## config.mk

```make
export PLATFORM = sky130hd
export DESIGN_NAME = gyro_bias_calibration_flat
export DESIGN_NICKNAME = d
export VERILOG_FILES = /design/src/hw/rtl/gbc_pkg.sv /design/src/hw/rtl/gbc_if.sv /design/src/hw/rtl/gbc_mul.sv /design/src/hw/rtl/gbc_div.sv /design/src/hw/rtl/gyro_bias_calibration.sv /design/src/flat_wrapper.sv
export VERILOG_INCLUDE_DIRS = /design/src /design/src/hw/rtl
export SDC_FILE = /design/constraint.sdc
export NUM_CORES = 2
export LEC_CHECK = 0
export ABC_AREA = 1
export BUFFER_PORTS_ARGS = -buffer_cell sky130_fd_sc_hd__buf_2
export CAP_MARGIN = 5
export CORE_UTILIZATION = 65
export CTS_BUF_LIST = sky130_fd_sc_hd__clkbuf_4 sky130_fd_sc_hd__clkbuf_8
export DETAILED_ROUTE_END_ITERATION = 6
export PLACE_DENSITY = 0.8
export SYNTH_ARGS = -nofsm -noshare
export SYNTH_HDL_FRONTEND = slang
export SYNTH_SLANG_ARGS = --single-unit
```

## constraint.sdc

```tcl
create_clock -name i_clk -period 22.9 [get_ports i_clk]
set_input_delay 2.29 -clock i_clk [delete_from_list [all_inputs] [get_ports i_clk]]
set_output_delay 2.29 -clock i_clk [all_outputs]
set_load 0.005 [all_outputs]
```

## src/hw/rtl/gyro_bias_calibration_assert.svh

```systemverilog
// Assertion macros for the gyro bias calibration block.
`ifndef GYRO_BIAS_CALIBRATION_ASSERT_SVH
`define GYRO_BIAS_CALIBRATION_ASSERT_SVH

`ifndef SYNTH
`define GBC_ASSERT_ALWAYS(lbl, clk, rst_n, expr) \
    lbl: assert property (@(posedge clk) disable iff (!rst_n) (expr)) \
        else $error("gbc assertion failed");
`define GBC_ASSERT_IMPLY(lbl, clk, rst_n, ante, cons) \
    lbl: assert property (@(posedge clk) disable iff (!rst_n) (ante) |-> (cons)) \
        else $error("gbc assertion failed");
`else
`define GBC_ASSERT_ALWAYS(lbl, clk, rst_n, expr)
`define GBC_ASSERT_IMPLY(lbl, clk, rst_n, ante, cons)
`endif

`endif

```

## src/hw/rtl/gbc_pkg.sv

```systemverilog
// Shared types and constants of the gyro bias calibration block.
`default_nettype none
package gbc_pkg;

    localparam int unsigned MAX_SAMPLES_DEF = 65535;
    localparam int unsigned MIN_SAMPLES_DEF = 10;
    localparam logic [15:0] TARGET_RESET    = 16'd655;

    localparam int unsigned DIV_NUM_W = 40;
    localparam int unsigned DIV_DEN_W = 16;

    localparam logic [2:0] STATUS_COLLECTING = 3'd0;
    localparam logic [2:0] STATUS_ROUND_DONE = 3'd1;
    localparam logic [2:0] STATUS_RESTARTED  = 3'd2;
    localparam logic [2:0] STATUS_FINISHED   = 3'd3;
    localparam logic [2:0] STATUS_IDLE       = 3'd4;

    localparam logic ACTION_START  = 1'b0;
    localparam logic ACTION_SAMPLE = 1'b1;

    typedef enum logic [1:0] {
        PH_IDLE,
        PH_COARSE,
        PH_FINE
    } t_phase;

    typedef enum logic [4:0] {
        ST_IDLE,
        ST_O1,
        ST_O2,
        ST_O3,
        ST_O4,
        ST_SP1,
        ST_SP2,
        ST_SP3,
        ST_SP4,
        ST_OCMP,
        ST_U1,
        ST_U2,
        ST_U3,
        ST_U4,
        ST_U5,
        ST_T1,
        ST_T2,
        ST_T3,
        ST_TEST,
        ST_DIV,
        ST_OUT
    } t_state;

    typedef struct packed {
        logic                 start;
        logic [DIV_NUM_W-1:0] dividend;
        logic [DIV_DEN_W-1:0] divisor;
    } t_div_req;

    typedef struct packed {
        logic                 done;
        logic [DIV_NUM_W-1:0] quotient;
    } t_div_rsp;

endpackage
`default_nettype wire

```

## src/hw/rtl/gbc_if.sv

```systemverilog
// Valid/ready channel interfaces for samples and results.
`default_nettype none
interface gbc_in_if;
    logic               valid;
    logic               ready;
    logic               action;
    logic signed [15:0] gyro_sample;

    modport source (output valid, output action, output gyro_sample, input ready);
    modport sink   (input valid, input action, input gyro_sample, output ready);
endinterface

interface gbc_out_if;
    logic               valid;
    logic               ready;
    logic [2:0]         status;
    logic               offset_write;
    logic signed [15:0] device_offset;
    logic signed [23:0] residual_offset_q8;

    modport source (output valid, output status, output offset_write,
                    output device_offset, output residual_offset_q8, input ready);
    modport sink   (input valid, input status, input offset_write,
                    input device_offset, input residual_offset_q8, output ready);
endinterface
`default_nettype wire

```

## src/hw/rtl/gbc_mul.sv

```systemverilog
// Shared 32x32 unsigned multiplier with registered product.
`default_nettype none
module gbc_mul (
    input  wire logic        i_clk,
    input  wire logic [31:0] i_a,
    input  wire logic [31:0] i_b,
    output logic      [63:0] o_p
);
    logic [63:0] r_p;

    always_ff @(posedge i_clk) begin
        r_p <= 64'(i_a) * 64'(i_b);
    end

    assign o_p = r_p;
endmodule
`default_nettype wire

```

## src/hw/rtl/gbc_div.sv

```systemverilog
// Restoring unsigned divider, one quotient bit per cycle.
`default_nettype none
module gbc_div (
    input  wire logic             i_clk,
    input  wire logic             i_rst_n,
    input  wire gbc_pkg::t_div_req i_req,
    output gbc_pkg::t_div_rsp      o_rsp
);
    localparam int unsigned NW = gbc_pkg::DIV_NUM_W;
    localparam int unsigned DW = gbc_pkg::DIV_DEN_W;
    localparam int unsigned CW = $clog2(NW);

    logic          r_busy;
    logic          r_done;
    logic [CW-1:0] r_cnt;
    logic [DW-1:0] r_rem;
    logic [NW-1:0] r_quo;
    logic [DW-1:0] r_den;
    logic [DW:0]   w_sh;
    logic          w_ge;

    assign w_sh = {r_rem, r_quo[NW-1]};
    assign w_ge = w_sh >= {1'b0, r_den};

    always_ff @(posedge i_clk) begin
        if (!i_rst_n) begin
            r_busy <= 1'b0;
            r_done <= 1'b0;
        end else begin
            r_done <= 1'b0;
            if (i_req.start) begin
                r_busy <= 1'b1;
            end else if (r_busy && r_cnt == CW'(NW - 1)) begin
                r_busy <= 1'b0;
                r_done <= 1'b1;
            end
        end
    end

    always_ff @(posedge i_clk) begin
        if (i_req.start) begin
            r_cnt <= '0;
            r_rem <= '0;
            r_quo <= i_req.dividend;
            r_den <= i_req.divisor;
        end else if (r_busy) begin
            r_cnt <= r_cnt + CW'(1);
            r_rem <= w_ge ? DW'(w_sh - {1'b0, r_den}) : w_sh[DW-1:0];
            r_quo <= {r_quo[NW-2:0], w_ge};
        end
    end

    assign o_rsp.done     = r_done;
    assign o_rsp.quotient = r_quo;
endmodule
`default_nettype wire

```

## src/hw/rtl/gyro_bias_calibration.sv

```systemverilog
// Gyro bias calibration block: integer mean and variance estimator.
// Usage:
//   i_in carries one transaction per command: action 0 starts a calibration,
//   action 1 delivers a signed z gyro sample. o_out returns exactly one
//   result transaction per input transaction (status, offset write flag,
//   device offset, fine residual in Q8). i_cfg_we/i_cfg_wdata set the fine
//   target variance; write it only while the block is idle.
// Processing: a start command or a sample while idle goes straight to the
//   output state. A sample runs the update, spread and test states in the
//   coarse phase, after the outlier states once the outlier test runs (these
//   lead to output when the sample restarts the calibration), plus the
//   threshold states in the fine phase; at the end of a round or of the fine
//   phase the 40-bit quotient comes one bit per cycle out of the divider.
//   Each product goes through the one shared 32x32 multiplier, one product
//   per cycle. i_in.ready is high only while no transaction is in work; the
//   result becomes valid at the same edge at which i_in.ready returns.
// Reset: statistics and coarse offset clear, phase idle, target 655.
// Stall: the result waits in the output register; the next transaction is
//   accepted meanwhile, and its result holds until the register frees up.
`default_nettype none
module gyro_bias_calibration #(
    parameter int unsigned MAX_SAMPLES = gbc_pkg::MAX_SAMPLES_DEF,
    parameter int unsigned MIN_SAMPLES = gbc_pkg::MIN_SAMPLES_DEF
) (
    input  wire logic        i_clk,
    input  wire logic        i_rst_n,
    gbc_in_if.sink           i_in,
    gbc_out_if.source        o_out,
    input  wire logic        i_cfg_we,
    input  wire logic [15:0] i_cfg_wdata
);
    gbc_pkg::t_state r_state, n_state;
    gbc_pkg::t_phase r_phase;

    logic        [15:0] r_n;
    logic signed [31:0] r_s;
    logic        [47:0] r_q;
    logic signed [15:0] r_off;
    logic        [15:0] r_tgt;
    logic signed [15:0] r_x;
    logic        [31:0] r_m;
    logic        [63:0] r_mm;
    logic        [63:0] r_t0;
    logic        [47:0] r_n3;
    logic        [63:0] r_thr;
    logic               r_after;
    logic               r_neg;

    logic        [2:0]  r_ps;
    logic               r_pw;
    logic signed [15:0] r_pd;
    logic signed [23:0] r_pr;

    logic               r_ov;
    logic        [2:0]  r_os;
    logic               r_ow;
    logic signed [15:0] r_od;
    logic signed [23:0] r_or;

    logic [31:0] w_a, w_b;
    logic [63:0] w_p;
    gbc_pkg::t_div_req w_dreq;
    gbc_pkg::t_div_rsp w_drsp;

    logic        [15:0] w_ax;
    logic        [31:0] w_as;
    logic signed [33:0] w_nx;
    logic signed [33:0] w_dv;
    logic        [63:0] w_d;
    logic               w_outlier;
    logic               w_min_ok;
    logic               w_done;
    logic signed [40:0] w_qs;
    logic signed [41:0] w_acc;
    logic signed [15:0] w_off_new;
    logic               w_accept;
    logic               w_slot;

    gbc_mul u_mul (
        .i_clk (i_clk),
        .i_a   (w_a),
        .i_b   (w_b),
        .o_p   (w_p)
    );

    gbc_div u_div (
        .i_clk   (i_clk),
        .i_rst_n (i_rst_n),
        .i_req   (w_dreq),
        .o_rsp   (w_drsp)
    );

    assign w_accept = i_in.valid && i_in.ready;
    assign w_slot   = !r_ov || o_out.ready;
    assign w_ax     = r_x[15] ? 16'(-r_x) : 16'(r_x);
    assign w_as     = r_s[31] ? 32'(-r_s) : 32'(r_s);
    assign w_nx     = $signed({2'b00, w_p[31:0]});
    assign w_dv     = $signed({{2{r_s[31]}}, r_s}) - (r_x[15] ? -w_nx : w_nx);
    assign w_d      = (r_t0 > w_p) ? (r_t0 - w_p) : 64'd0;
    assign w_outlier = {2'b00, r_mm} > {r_t0, 2'b00};
    assign w_min_ok = r_n >= 16'(MIN_SAMPLES);
    assign w_done   = (w_min_ok && ((r_phase == gbc_pkg::PH_COARSE)
                        ? ({r_t0, 2'b00} <= {18'd0, r_n3})
                        : (r_t0 <= r_thr)))
                      || (r_n >= 16'(MAX_SAMPLES));
    assign w_qs     = r_neg ? -$signed({1'b0, w_drsp.quotient})
                            : $signed({1'b0, w_drsp.quotient});
    assign w_acc    = $signed({{26{r_off[15]}}, r_off}) + $signed({w_qs[40], w_qs});
    assign w_off_new = (w_acc > 42'sd32767)  ? 16'sd32767 :
                       (w_acc < -42'sd32767) ? -16'sd32767 : 16'(w_acc);

    always_comb begin
        n_state = r_state;
        case (r_state)
            gbc_pkg::ST_IDLE: begin
                if (w_accept) begin
                    if (i_in.action == gbc_pkg::ACTION_START || r_phase == gbc_pkg::PH_IDLE) begin
                        n_state = gbc_pkg::ST_OUT;
                    end else if (r_phase == gbc_pkg::PH_COARSE && r_n >= 16'(MIN_SAMPLES)) begin
                        n_state = gbc_pkg::ST_O1;
                    end else begin
                        n_state = gbc_pkg::ST_U1;
                    end
                end
            end
            gbc_pkg::ST_O1:  n_state = gbc_pkg::ST_O2;
            gbc_pkg::ST_O2:  n_state = gbc_pkg::ST_O3;
            gbc_pkg::ST_O3:  n_state = gbc_pkg::ST_O4;
            gbc_pkg::ST_O4:  n_state = gbc_pkg::ST_SP1;
            gbc_pkg::ST_SP1: n_state = gbc_pkg::ST_SP2;
            gbc_pkg::ST_SP2: n_state = gbc_pkg::ST_SP3;
            gbc_pkg::ST_SP3: n_state = gbc_pkg::ST_SP4;
            gbc_pkg::ST_SP4: begin
                if (!r_after) begin
                    n_state = gbc_pkg::ST_OCMP;
                end else if (r_phase == gbc_pkg::PH_FINE) begin
                    n_state = gbc_pkg::ST_T1;
                end else begin
                    n_state = gbc_pkg::ST_TEST;
                end
            end
            gbc_pkg::ST_OCMP: n_state = w_outlier ? gbc_pkg::ST_OUT : gbc_pkg::ST_U1;
            gbc_pkg::ST_U1:  n_state = gbc_pkg::ST_U2;
            gbc_pkg::ST_U2:  n_state = gbc_pkg::ST_U3;
            gbc_pkg::ST_U3:  n_state = gbc_pkg::ST_U4;
            gbc_pkg::ST_U4:  n_state = gbc_pkg::ST_U5;
            gbc_pkg::ST_U5:  n_state = gbc_pkg::ST_SP1;
            gbc_pkg::ST_T1:  n_state = gbc_pkg::ST_T2;
            gbc_pkg::ST_T2:  n_state = gbc_pkg::ST_T3;
            gbc_pkg::ST_T3:  n_state = gbc_pkg::ST_TEST;
            gbc_pkg::ST_TEST: n_state = w_done ? gbc_pkg::ST_DIV : gbc_pkg::ST_OUT;
            gbc_pkg::ST_DIV: n_state = w_drsp.done ? gbc_pkg::ST_OUT : gbc_pkg::ST_DIV;
            gbc_pkg::ST_OUT: n_state = w_slot ? gbc_pkg::ST_IDLE : gbc_pkg::ST_OUT;
            default:         n_state = gbc_pkg::ST_IDLE;
        endcase
    end

    always_comb begin
        w_a = '0;
        w_b = '0;
        w_dreq.start    = 1'b0;
        w_dreq.dividend = (r_phase == gbc_pkg::PH_FINE) ? {w_as, 8'd0} : {8'd0, w_as};
        w_dreq.divisor  = r_n;
        case (r_state)
            gbc_pkg::ST_O1: begin
                w_a = 32'(r_n);
                w_b = 32'(w_ax);
            end
            gbc_pkg::ST_O3: begin
                w_a = r_m;
                w_b = r_m;
            end
            gbc_pkg::ST_SP1: begin
                w_a = 32'(r_n);
                w_b = 32'(r_q[23:0]);
            end
            gbc_pkg::ST_SP2: begin
                w_a = 32'(r_n);
                w_b = 32'(r_q[47:24]);
            end
            gbc_pkg::ST_SP3: begin
                w_a = w_as;
                w_b = w_as;
            end
            gbc_pkg::ST_U1: begin
                w_a = 32'(w_ax);
                w_b = 32'(w_ax);
            end
            gbc_pkg::ST_U3: begin
                w_a = 32'(r_n);
                w_b = 32'(r_n);
            end
            gbc_pkg::ST_U4: begin
                w_a = w_p[31:0];
                w_b = 32'(r_n);
            end
            gbc_pkg::ST_T1: begin
                w_a = 32'(r_n3[23:0]);
                w_b = 32'(r_tgt);
            end
            gbc_pkg::ST_T2: begin
                w_a = 32'(r_n3[47:24]);
                w_b = 32'(r_tgt);
            end
            gbc_pkg::ST_TEST: begin
                w_dreq.start = w_done;
            end
            default: begin
                w_a = '0;
            end
        endcase
    end

    always_ff @(posedge i_clk) begin
        if (!i_rst_n) begin
            r_state <= gbc_pkg::ST_IDLE;
            r_phase <= gbc_pkg::PH_IDLE;
            r_n     <= '0;
            r_s     <= '0;
            r_q     <= '0;
            r_off   <= '0;
            r_tgt   <= gbc_pkg::TARGET_RESET;
            r_ov    <= 1'b0;
        end else begin
            r_state <= n_state;
            if (i_cfg_we) begin
                r_tgt <= i_cfg_wdata;
            end
            if (r_state == gbc_pkg::ST_OUT && w_slot) begin
                r_ov <= 1'b1;
            end else if (o_out.ready) begin
                r_ov <= 1'b0;
            end
            case (r_state)
                gbc_pkg::ST_IDLE: begin
                    if (w_accept && i_in.action == gbc_pkg::ACTION_START) begin
                        r_n     <= '0;
                        r_s     <= '0;
                        r_q     <= '0;
                        r_off   <= '0;
                        r_phase <= gbc_pkg::PH_COARSE;
                    end
                end
                gbc_pkg::ST_OCMP: begin
                    if (w_outlier) begin
                        r_n   <= '0;
                        r_s   <= '0;
                        r_q   <= '0;
                        r_off <= '0;
                    end
                end
                gbc_pkg::ST_U2: begin
                    r_n <= r_n + 16'd1;
                    r_s <= r_s + 32'(r_x);
                    r_q <= r_q + 48'(w_p[31:0]);
                end
                gbc_pkg::ST_DIV: begin
                    if (w_drsp.done) begin
                        r_n <= '0;
                        r_s <= '0;
                        r_q <= '0;
                        if (r_phase == gbc_pkg::PH_COARSE) begin
                            r_off <= w_off_new;
                            if (w_drsp.quotient == '0) begin
                                r_phase <= gbc_pkg::PH_FINE;
                            end
                        end else begin
                            r_phase <= gbc_pkg::PH_IDLE;
                        end
                    end
                end
                default: begin
                    r_n <= r_n;
                end
            endcase
        end
    end

    always_ff @(posedge i_clk) begin
        if (r_state == gbc_pkg::ST_OUT && w_slot) begin
            r_os <= r_ps;
            r_ow <= r_pw;
            r_od <= r_pd;
            r_or <= r_pr;
        end
        case (r_state)
            gbc_pkg::ST_IDLE: begin
                r_x <= i_in.gyro_sample;
                r_pr <= '0;
                if (i_in.action == gbc_pkg::ACTION_START) begin
                    r_ps <= gbc_pkg::STATUS_COLLECTING;
                    r_pw <= 1'b1;
                    r_pd <= '0;
                end else begin
                    r_ps <= gbc_pkg::STATUS_IDLE;
                    r_pw <= 1'b0;
                    r_pd <= -r_off;
                end
            end
            gbc_pkg::ST_O2:  r_m <= w_dv[33] ? 32'(-w_dv) : 32'(w_dv);
            gbc_pkg::ST_O4: begin
                r_mm    <= w_p;
                r_after <= 1'b0;
            end
            gbc_pkg::ST_SP2: r_t0 <= w_p;
            gbc_pkg::ST_SP3: r_t0 <= r_t0 + {w_p[39:0], 24'd0};
            gbc_pkg::ST_SP4: r_t0 <= w_d;
            gbc_pkg::ST_OCMP: begin
                r_ps <= gbc_pkg::STATUS_RESTARTED;
                r_pw <= 1'b1;
                r_pd <= '0;
                r_pr <= '0;
            end
            gbc_pkg::ST_U5: begin
                r_n3    <= w_p[47:0];
                r_after <= 1'b1;
            end
            gbc_pkg::ST_T2: r_thr <= w_p;
            gbc_pkg::ST_T3: r_thr <= (r_thr + {w_p[39:0], 24'd0}) >> 16;
            gbc_pkg::ST_TEST: begin
                r_neg <= r_s[31];
                r_ps  <= gbc_pkg::STATUS_COLLECTING;
                r_pw  <= 1'b0;
                r_pd  <= -r_off;
                r_pr  <= '0;
            end
            gbc_pkg::ST_DIV: begin
                if (r_phase == gbc_pkg::PH_COARSE) begin
                    r_ps <= gbc_pkg::STATUS_ROUND_DONE;
                    r_pw <= 1'b1;
                    r_pd <= -w_off_new;
                    r_pr <= '0;
                end else begin
                    r_ps <= gbc_pkg::STATUS_FINISHED;
                    r_pw <= 1'b0;
                    r_pd <= -r_off;
                    r_pr <= w_qs[23:0];
                end
            end
            default: begin
                r_x <= r_x;
            end
        endcase
    end

    assign i_in.ready               = (r_state == gbc_pkg::ST_IDLE);
    assign o_out.valid              = r_ov;
    assign o_out.status             = r_os;
    assign o_out.offset_write       = r_ow;
    assign o_out.device_offset      = r_od;
    assign o_out.residual_offset_q8 = r_or;

`include "gyro_bias_calibration_assert.svh"

    `GBC_ASSERT_ALWAYS(a_count_cap, i_clk, i_rst_n, r_n <= 16'(MAX_SAMPLES))
    `GBC_ASSERT_ALWAYS(a_offset_range, i_clk, i_rst_n, r_off != -16'sd32768)
    `GBC_ASSERT_IMPLY(a_write_status, i_clk, i_rst_n, o_out.valid && o_out.offset_write, o_out.status == gbc_pkg::STATUS_COLLECTING || o_out.status == gbc_pkg::STATUS_ROUND_DONE || o_out.status == gbc_pkg::STATUS_RESTARTED)
    `GBC_ASSERT_IMPLY(a_residual_zero, i_clk, i_rst_n, o_out.valid && o_out.status != gbc_pkg::STATUS_FINISHED, o_out.residual_offset_q8 == 24'sd0)

endmodule
`default_nettype wire
```

## src/flat_wrapper.sv

```systemverilog
// flat-port wrapper written by rule: the top's interface ports become plain ports
module gyro_bias_calibration_flat 
#(
    parameter int unsigned MAX_SAMPLES = gbc_pkg::MAX_SAMPLES_DEF,
    parameter int unsigned MIN_SAMPLES = gbc_pkg::MIN_SAMPLES_DEF
)
  (i_clk, i_rst_n, i_cfg_we, i_cfg_wdata, i_in_valid, i_in_action, i_in_gyro_sample, i_in_ready, o_out_valid, o_out_status, o_out_offset_write, o_out_device_offset, o_out_residual_offset_q8, o_out_ready);
  gbc_in_if i_in_i ();
  gbc_out_if o_out_i ();
  input  wire logic i_clk;
  input  wire logic i_rst_n;
  input  wire logic i_cfg_we;
  input  wire logic [15:0] i_cfg_wdata;
  input wire logic [$bits(i_in_i.valid)-1:0] i_in_valid;
  input wire logic [$bits(i_in_i.action)-1:0] i_in_action;
  input wire logic [$bits(i_in_i.gyro_sample)-1:0] i_in_gyro_sample;
  output wire logic [$bits(i_in_i.ready)-1:0] i_in_ready;
  output wire logic [$bits(o_out_i.valid)-1:0] o_out_valid;
  output wire logic [$bits(o_out_i.status)-1:0] o_out_status;
  output wire logic [$bits(o_out_i.offset_write)-1:0] o_out_offset_write;
  output wire logic [$bits(o_out_i.device_offset)-1:0] o_out_device_offset;
  output wire logic [$bits(o_out_i.residual_offset_q8)-1:0] o_out_residual_offset_q8;
  input wire logic [$bits(o_out_i.ready)-1:0] o_out_ready;
  assign i_in_i.valid = i_in_valid;
  assign i_in_i.action = i_in_action;
  assign i_in_i.gyro_sample = i_in_gyro_sample;
  assign i_in_ready = i_in_i.ready;
  assign o_out_valid = o_out_i.valid;
  assign o_out_status = o_out_i.status;
  assign o_out_offset_write = o_out_i.offset_write;
  assign o_out_device_offset = o_out_i.device_offset;
  assign o_out_residual_offset_q8 = o_out_i.residual_offset_q8;
  assign o_out_i.ready = o_out_ready;
  gyro_bias_calibration #(.MAX_SAMPLES(MAX_SAMPLES), .MIN_SAMPLES(MIN_SAMPLES)) u_core (.i_clk(i_clk), .i_rst_n(i_rst_n), .i_in(i_in_i), .o_out(o_out_i), .i_cfg_we(i_cfg_we), .i_cfg_wdata(i_cfg_wdata));
endmodule
```

==> results.json <==
{
  "wl_per_cell_um": 24.9,
  "grt_antenna_before_repair": 13,
  "cp.depth": 43,
  "hp-class": "reg2reg",
  "slew_headroom_pct": 0.946,
  "io_pins": 84,
  "drc": 36,
  "setup_viol": 0,
  "ys_top_cells_by_area": "fa_1 (21%), edfxtp_1 (15%), inv_1 (11%)",
  "syn2layout_area_growth_pct": 6.58,
  "htree_levels": 3,
  "clock_path_buffers": 3,
  "synth-seq-area-share_pct": 20.5,
  "max_cap_viol_count": 1,
  "syn_avg_cell_area_um2": 7.54,
  "synth_cells": 11308,
  "fmaxAchievable_ghz": 0.0744,
  "dieWidth_um": 364,
  "hpwl_um": 254000,
  "slowest_delay_ns": 1.12,
  "final_common_cell": "inv_1",
  "cp.arrival_ns": 14.18,
  "gp_congestion": 1.06,
  "viasPerCell": 6.16,
  "r2r_slack_ns": 9.46,
  "drive_above_1_share_pct": 5.26,
  "fin_crit_ns": 13.44,
  "finalMaxSlewViolations": 0,
  "dieArea_um2": 133000,
  "wl_met3_um": 43300,
  "startpoint": "u_core.r_state[3]$_SDFFE_PN0P_",
  "crit_path_frequent_cell": "inv_1",
  "ant_nets": 0,
  "drt-initial-drc-count": 10535,
  "clk_pin_slew_worst_paths_ns": 0.07,
  "rr_worst_depth": 43,
  "crit_buf_inv": 15,
  "finalNonFillerCells": 13223,
  "vias": 81518,
  "syn_area_um2": 85300,
  "ys_warn_count": 0,
  "r2r-start": "u_core.r_state[3]$_SDFFE_PN0P_",
  "tns_ns": 0,
  "tightest_slew_ns": 1.47,
  "synth_flop_cell": "edfxtp_1",
  "critPathKind": "reg2reg",
  "top_layer": "met5",
  "cts_root_buf": "clkbuf_8",
  "die_h_um": 364,
  "yosysTopAreaCell": "fa_1",
  "start_util_pct": 65.7,
  "detail_route.first_pass.iterations": 7,
  "cts_tree": "done",
  "cts_setup_buffers": 0,
  "grt_pass1_wl_um": 490000,
  "synthesis.nets": 12990,
  "status": "complete, but fails checks",
  "path_max_fanout": 66,
  "synth_top_area_share_pct": 21.2,
  "endpoint": "u_core.u_mul.o_p[63]$_DFF_P_",
  "ys_async_sr_fraction_pct": 0,
  "wirelength_um": 329000,
  "gr-total-overflow": 0,
  "synth_edf_count": 434,
  "rsz0062_at_grt": "no",
  "finalClockSkew_ns": 0.0708,
  "leakagePower_nw": 47.5,
  "clkLatencyLatePin_ns": 0.90,
  "r2r-end": "u_core.u_mul.o_p[63]$_DFF_P_",
  "n_fill_cell": 10377,
  "fin_nets": 13050,
  "period_share_pct": 58.7,
  "cts.sinks": 658,
  "violations": "DRC, capacitance limit",
  "wl_met2_um": 140000,
  "total_power_w": 0.00749,
  "layout_common_cells": "inv_1 (2580), nand2_1 (2400), nor2_1 (905)",
  "grt_pass1_vias": 82703,
  "slowest_stage": "nand2_1",
  "peakVddDrop_mv": 0.103,
  "m1WireLength_um": 110000,
  "synth_seq_cells": 658,
  "cp.required_ns": 23.64,
  "cts-buffers-inserted": 118,
  "coreArea_um2": 130000,
  "dp.cells": 12990,
  "worst_setup_path_start_kind": "flip-flop",
  "powerDensity_nw_per_um2": 82.3,
  "synth_cell_types": 72,
  "track_usage_pct": 49.8,
  "cp_top_family": "adder cells",
  "cts_resized": 0,
  "hold_viol": 0,
  "holdBufCountCts": 0,
  "row_count": 132,
  "whs_ns": 0.409,
  "grt_max_degree": 78,
  "endpoint_kind": "flip-flop",
  "io_buffers": 83
}
==> how the worst min path moves through the flow <==
stage	slack, ns	endpoint	cells after the start	startpoint
2_1_floorplan	0.40	u_core.o_out.device_offset[0]$_DFFE_PP_	0	u_core.r_pd[0]$_DFFE_PP_
3_3_place_gp	0.40	u_core.o_out.status[0]$_DFFE_PP_	0	u_core.r_ps[0]$_DFFE_PP_
3_5_place_dp	0.40	u_core.o_out.residual_offset_q8[12]$_DFFE_PP_	0	u_core.r_pr[12]$_SDFFCE_PN0P_
4_1_cts	0.40	u_core.r_mm[50]$_DFFE_PP_	0	u_core.u_mul.o_p[50]$_DFF_P_
5_1_grt	0.42	u_core.o_out.residual_offset_q8[19]$_DFFE_PP_	0	u_core.r_pr[19]$_SDFFCE_PN0P_
6_report	0.41	u_core.r_mm[50]$_DFFE_PP_	0	u_core.u_mul.o_p[50]$_DFF_P_
==> metrics by stage <==
step	utilization [%]	worst slack [ns]	area [µm²]
finish	70.0	9.46	90900
detailed placement	67.8	10.37	88000
global placement	67.8	10.62	88000
CTS	70.0	10.24	90900
floorplan	-	9.26	85300
global route	70.0	9.03	90900
==> per-layer routing <==
metal  vias to the layer above  global-route usage [%]
met3                      1904                    15.7
met1                     38014                    57.1
met4                        12                    44.0
li1                      35715                       -
met5                         -                   0.182
met2                      5873                    75.1
==> worst register-to-register path, delay by kind of cell, from the launching register on <==
family | cells | cell delay, ns
XOR/XNOR | 1 | 0.16
adder cells (fa/ha/maj) | 9 | 4.45
AO/OA/AOI/OAI | 9 | 2.62
buffers and inverters | 15 | 3.19
AND/OR/NAND/NOR | 9 | 2.54
flip-flops | 1 | 0.38
==> cells by family (layout without fill, tap and decap cells) <==
group	count (synthesis)	count (layout)	share of synthesized area, %
buffers and inverters	2895	3061	12.9
and+or+nand+nor	4060	4060	19.5
adders and majority gates	1644	1644	32.1
AOI/OAI and AO/OA	1713	1713	11.5
DFF	658	658	20.5
other	0	7	0
xor gates and xnor gates	338	338	3.49
==> synth_stat cells, types with 115 or more instances <==
master    count
a21oi_1     748
clkbuf_1    223
dfxtp_1     224
edfxtp_1    434
fa_1        904
ha_1        740
inv_1      2582
nand2_1    2404
nand3_1     333
nor2_1      915
nor3_1      121
o21ai_0     453
xnor2_1     115
xor2_1      221
==> registers in the layout (all words and copies together), names as in the netlist, 32 cells and up <==
| signal | cells |
|---|---|
| u_core.r_mm | 64 |
| u_core.r_n3 | 48 |
| u_core.r_s | 32 |
| u_core.u_div.r_quo | 40 |
| u_core.r_m | 32 |
| u_core.u_mul.o_p | 64 |
| u_core.r_thr | 64 |
| u_core.r_q | 48 |
| u_core.r_t0 | 64 |
==> final cells by class <==
type	count	area, µm²	share of cell area [%]
clock inverters	57	738	0.812
well taps	1742	2180	2.40
clock buffers	169	2180	2.40
diodes	7	17.5	0.0193
multi-input cells	7755	57000	62.7
inverters	2608	9790	10.8
flip-flops and latches	658	17500	19.3
repair buffers	227	1500	1.65
==> where the power goes <==
group          switching, W  total [W]  internal, W
Clock              0.000609    0.00138     0.000775
Sequential         0.000132    0.00170      0.00157
Combinational       0.00320    0.00440      0.00120
Total               0.00395    0.00749      0.00354
Note: power is estimated with default switching activity, not from simulation.
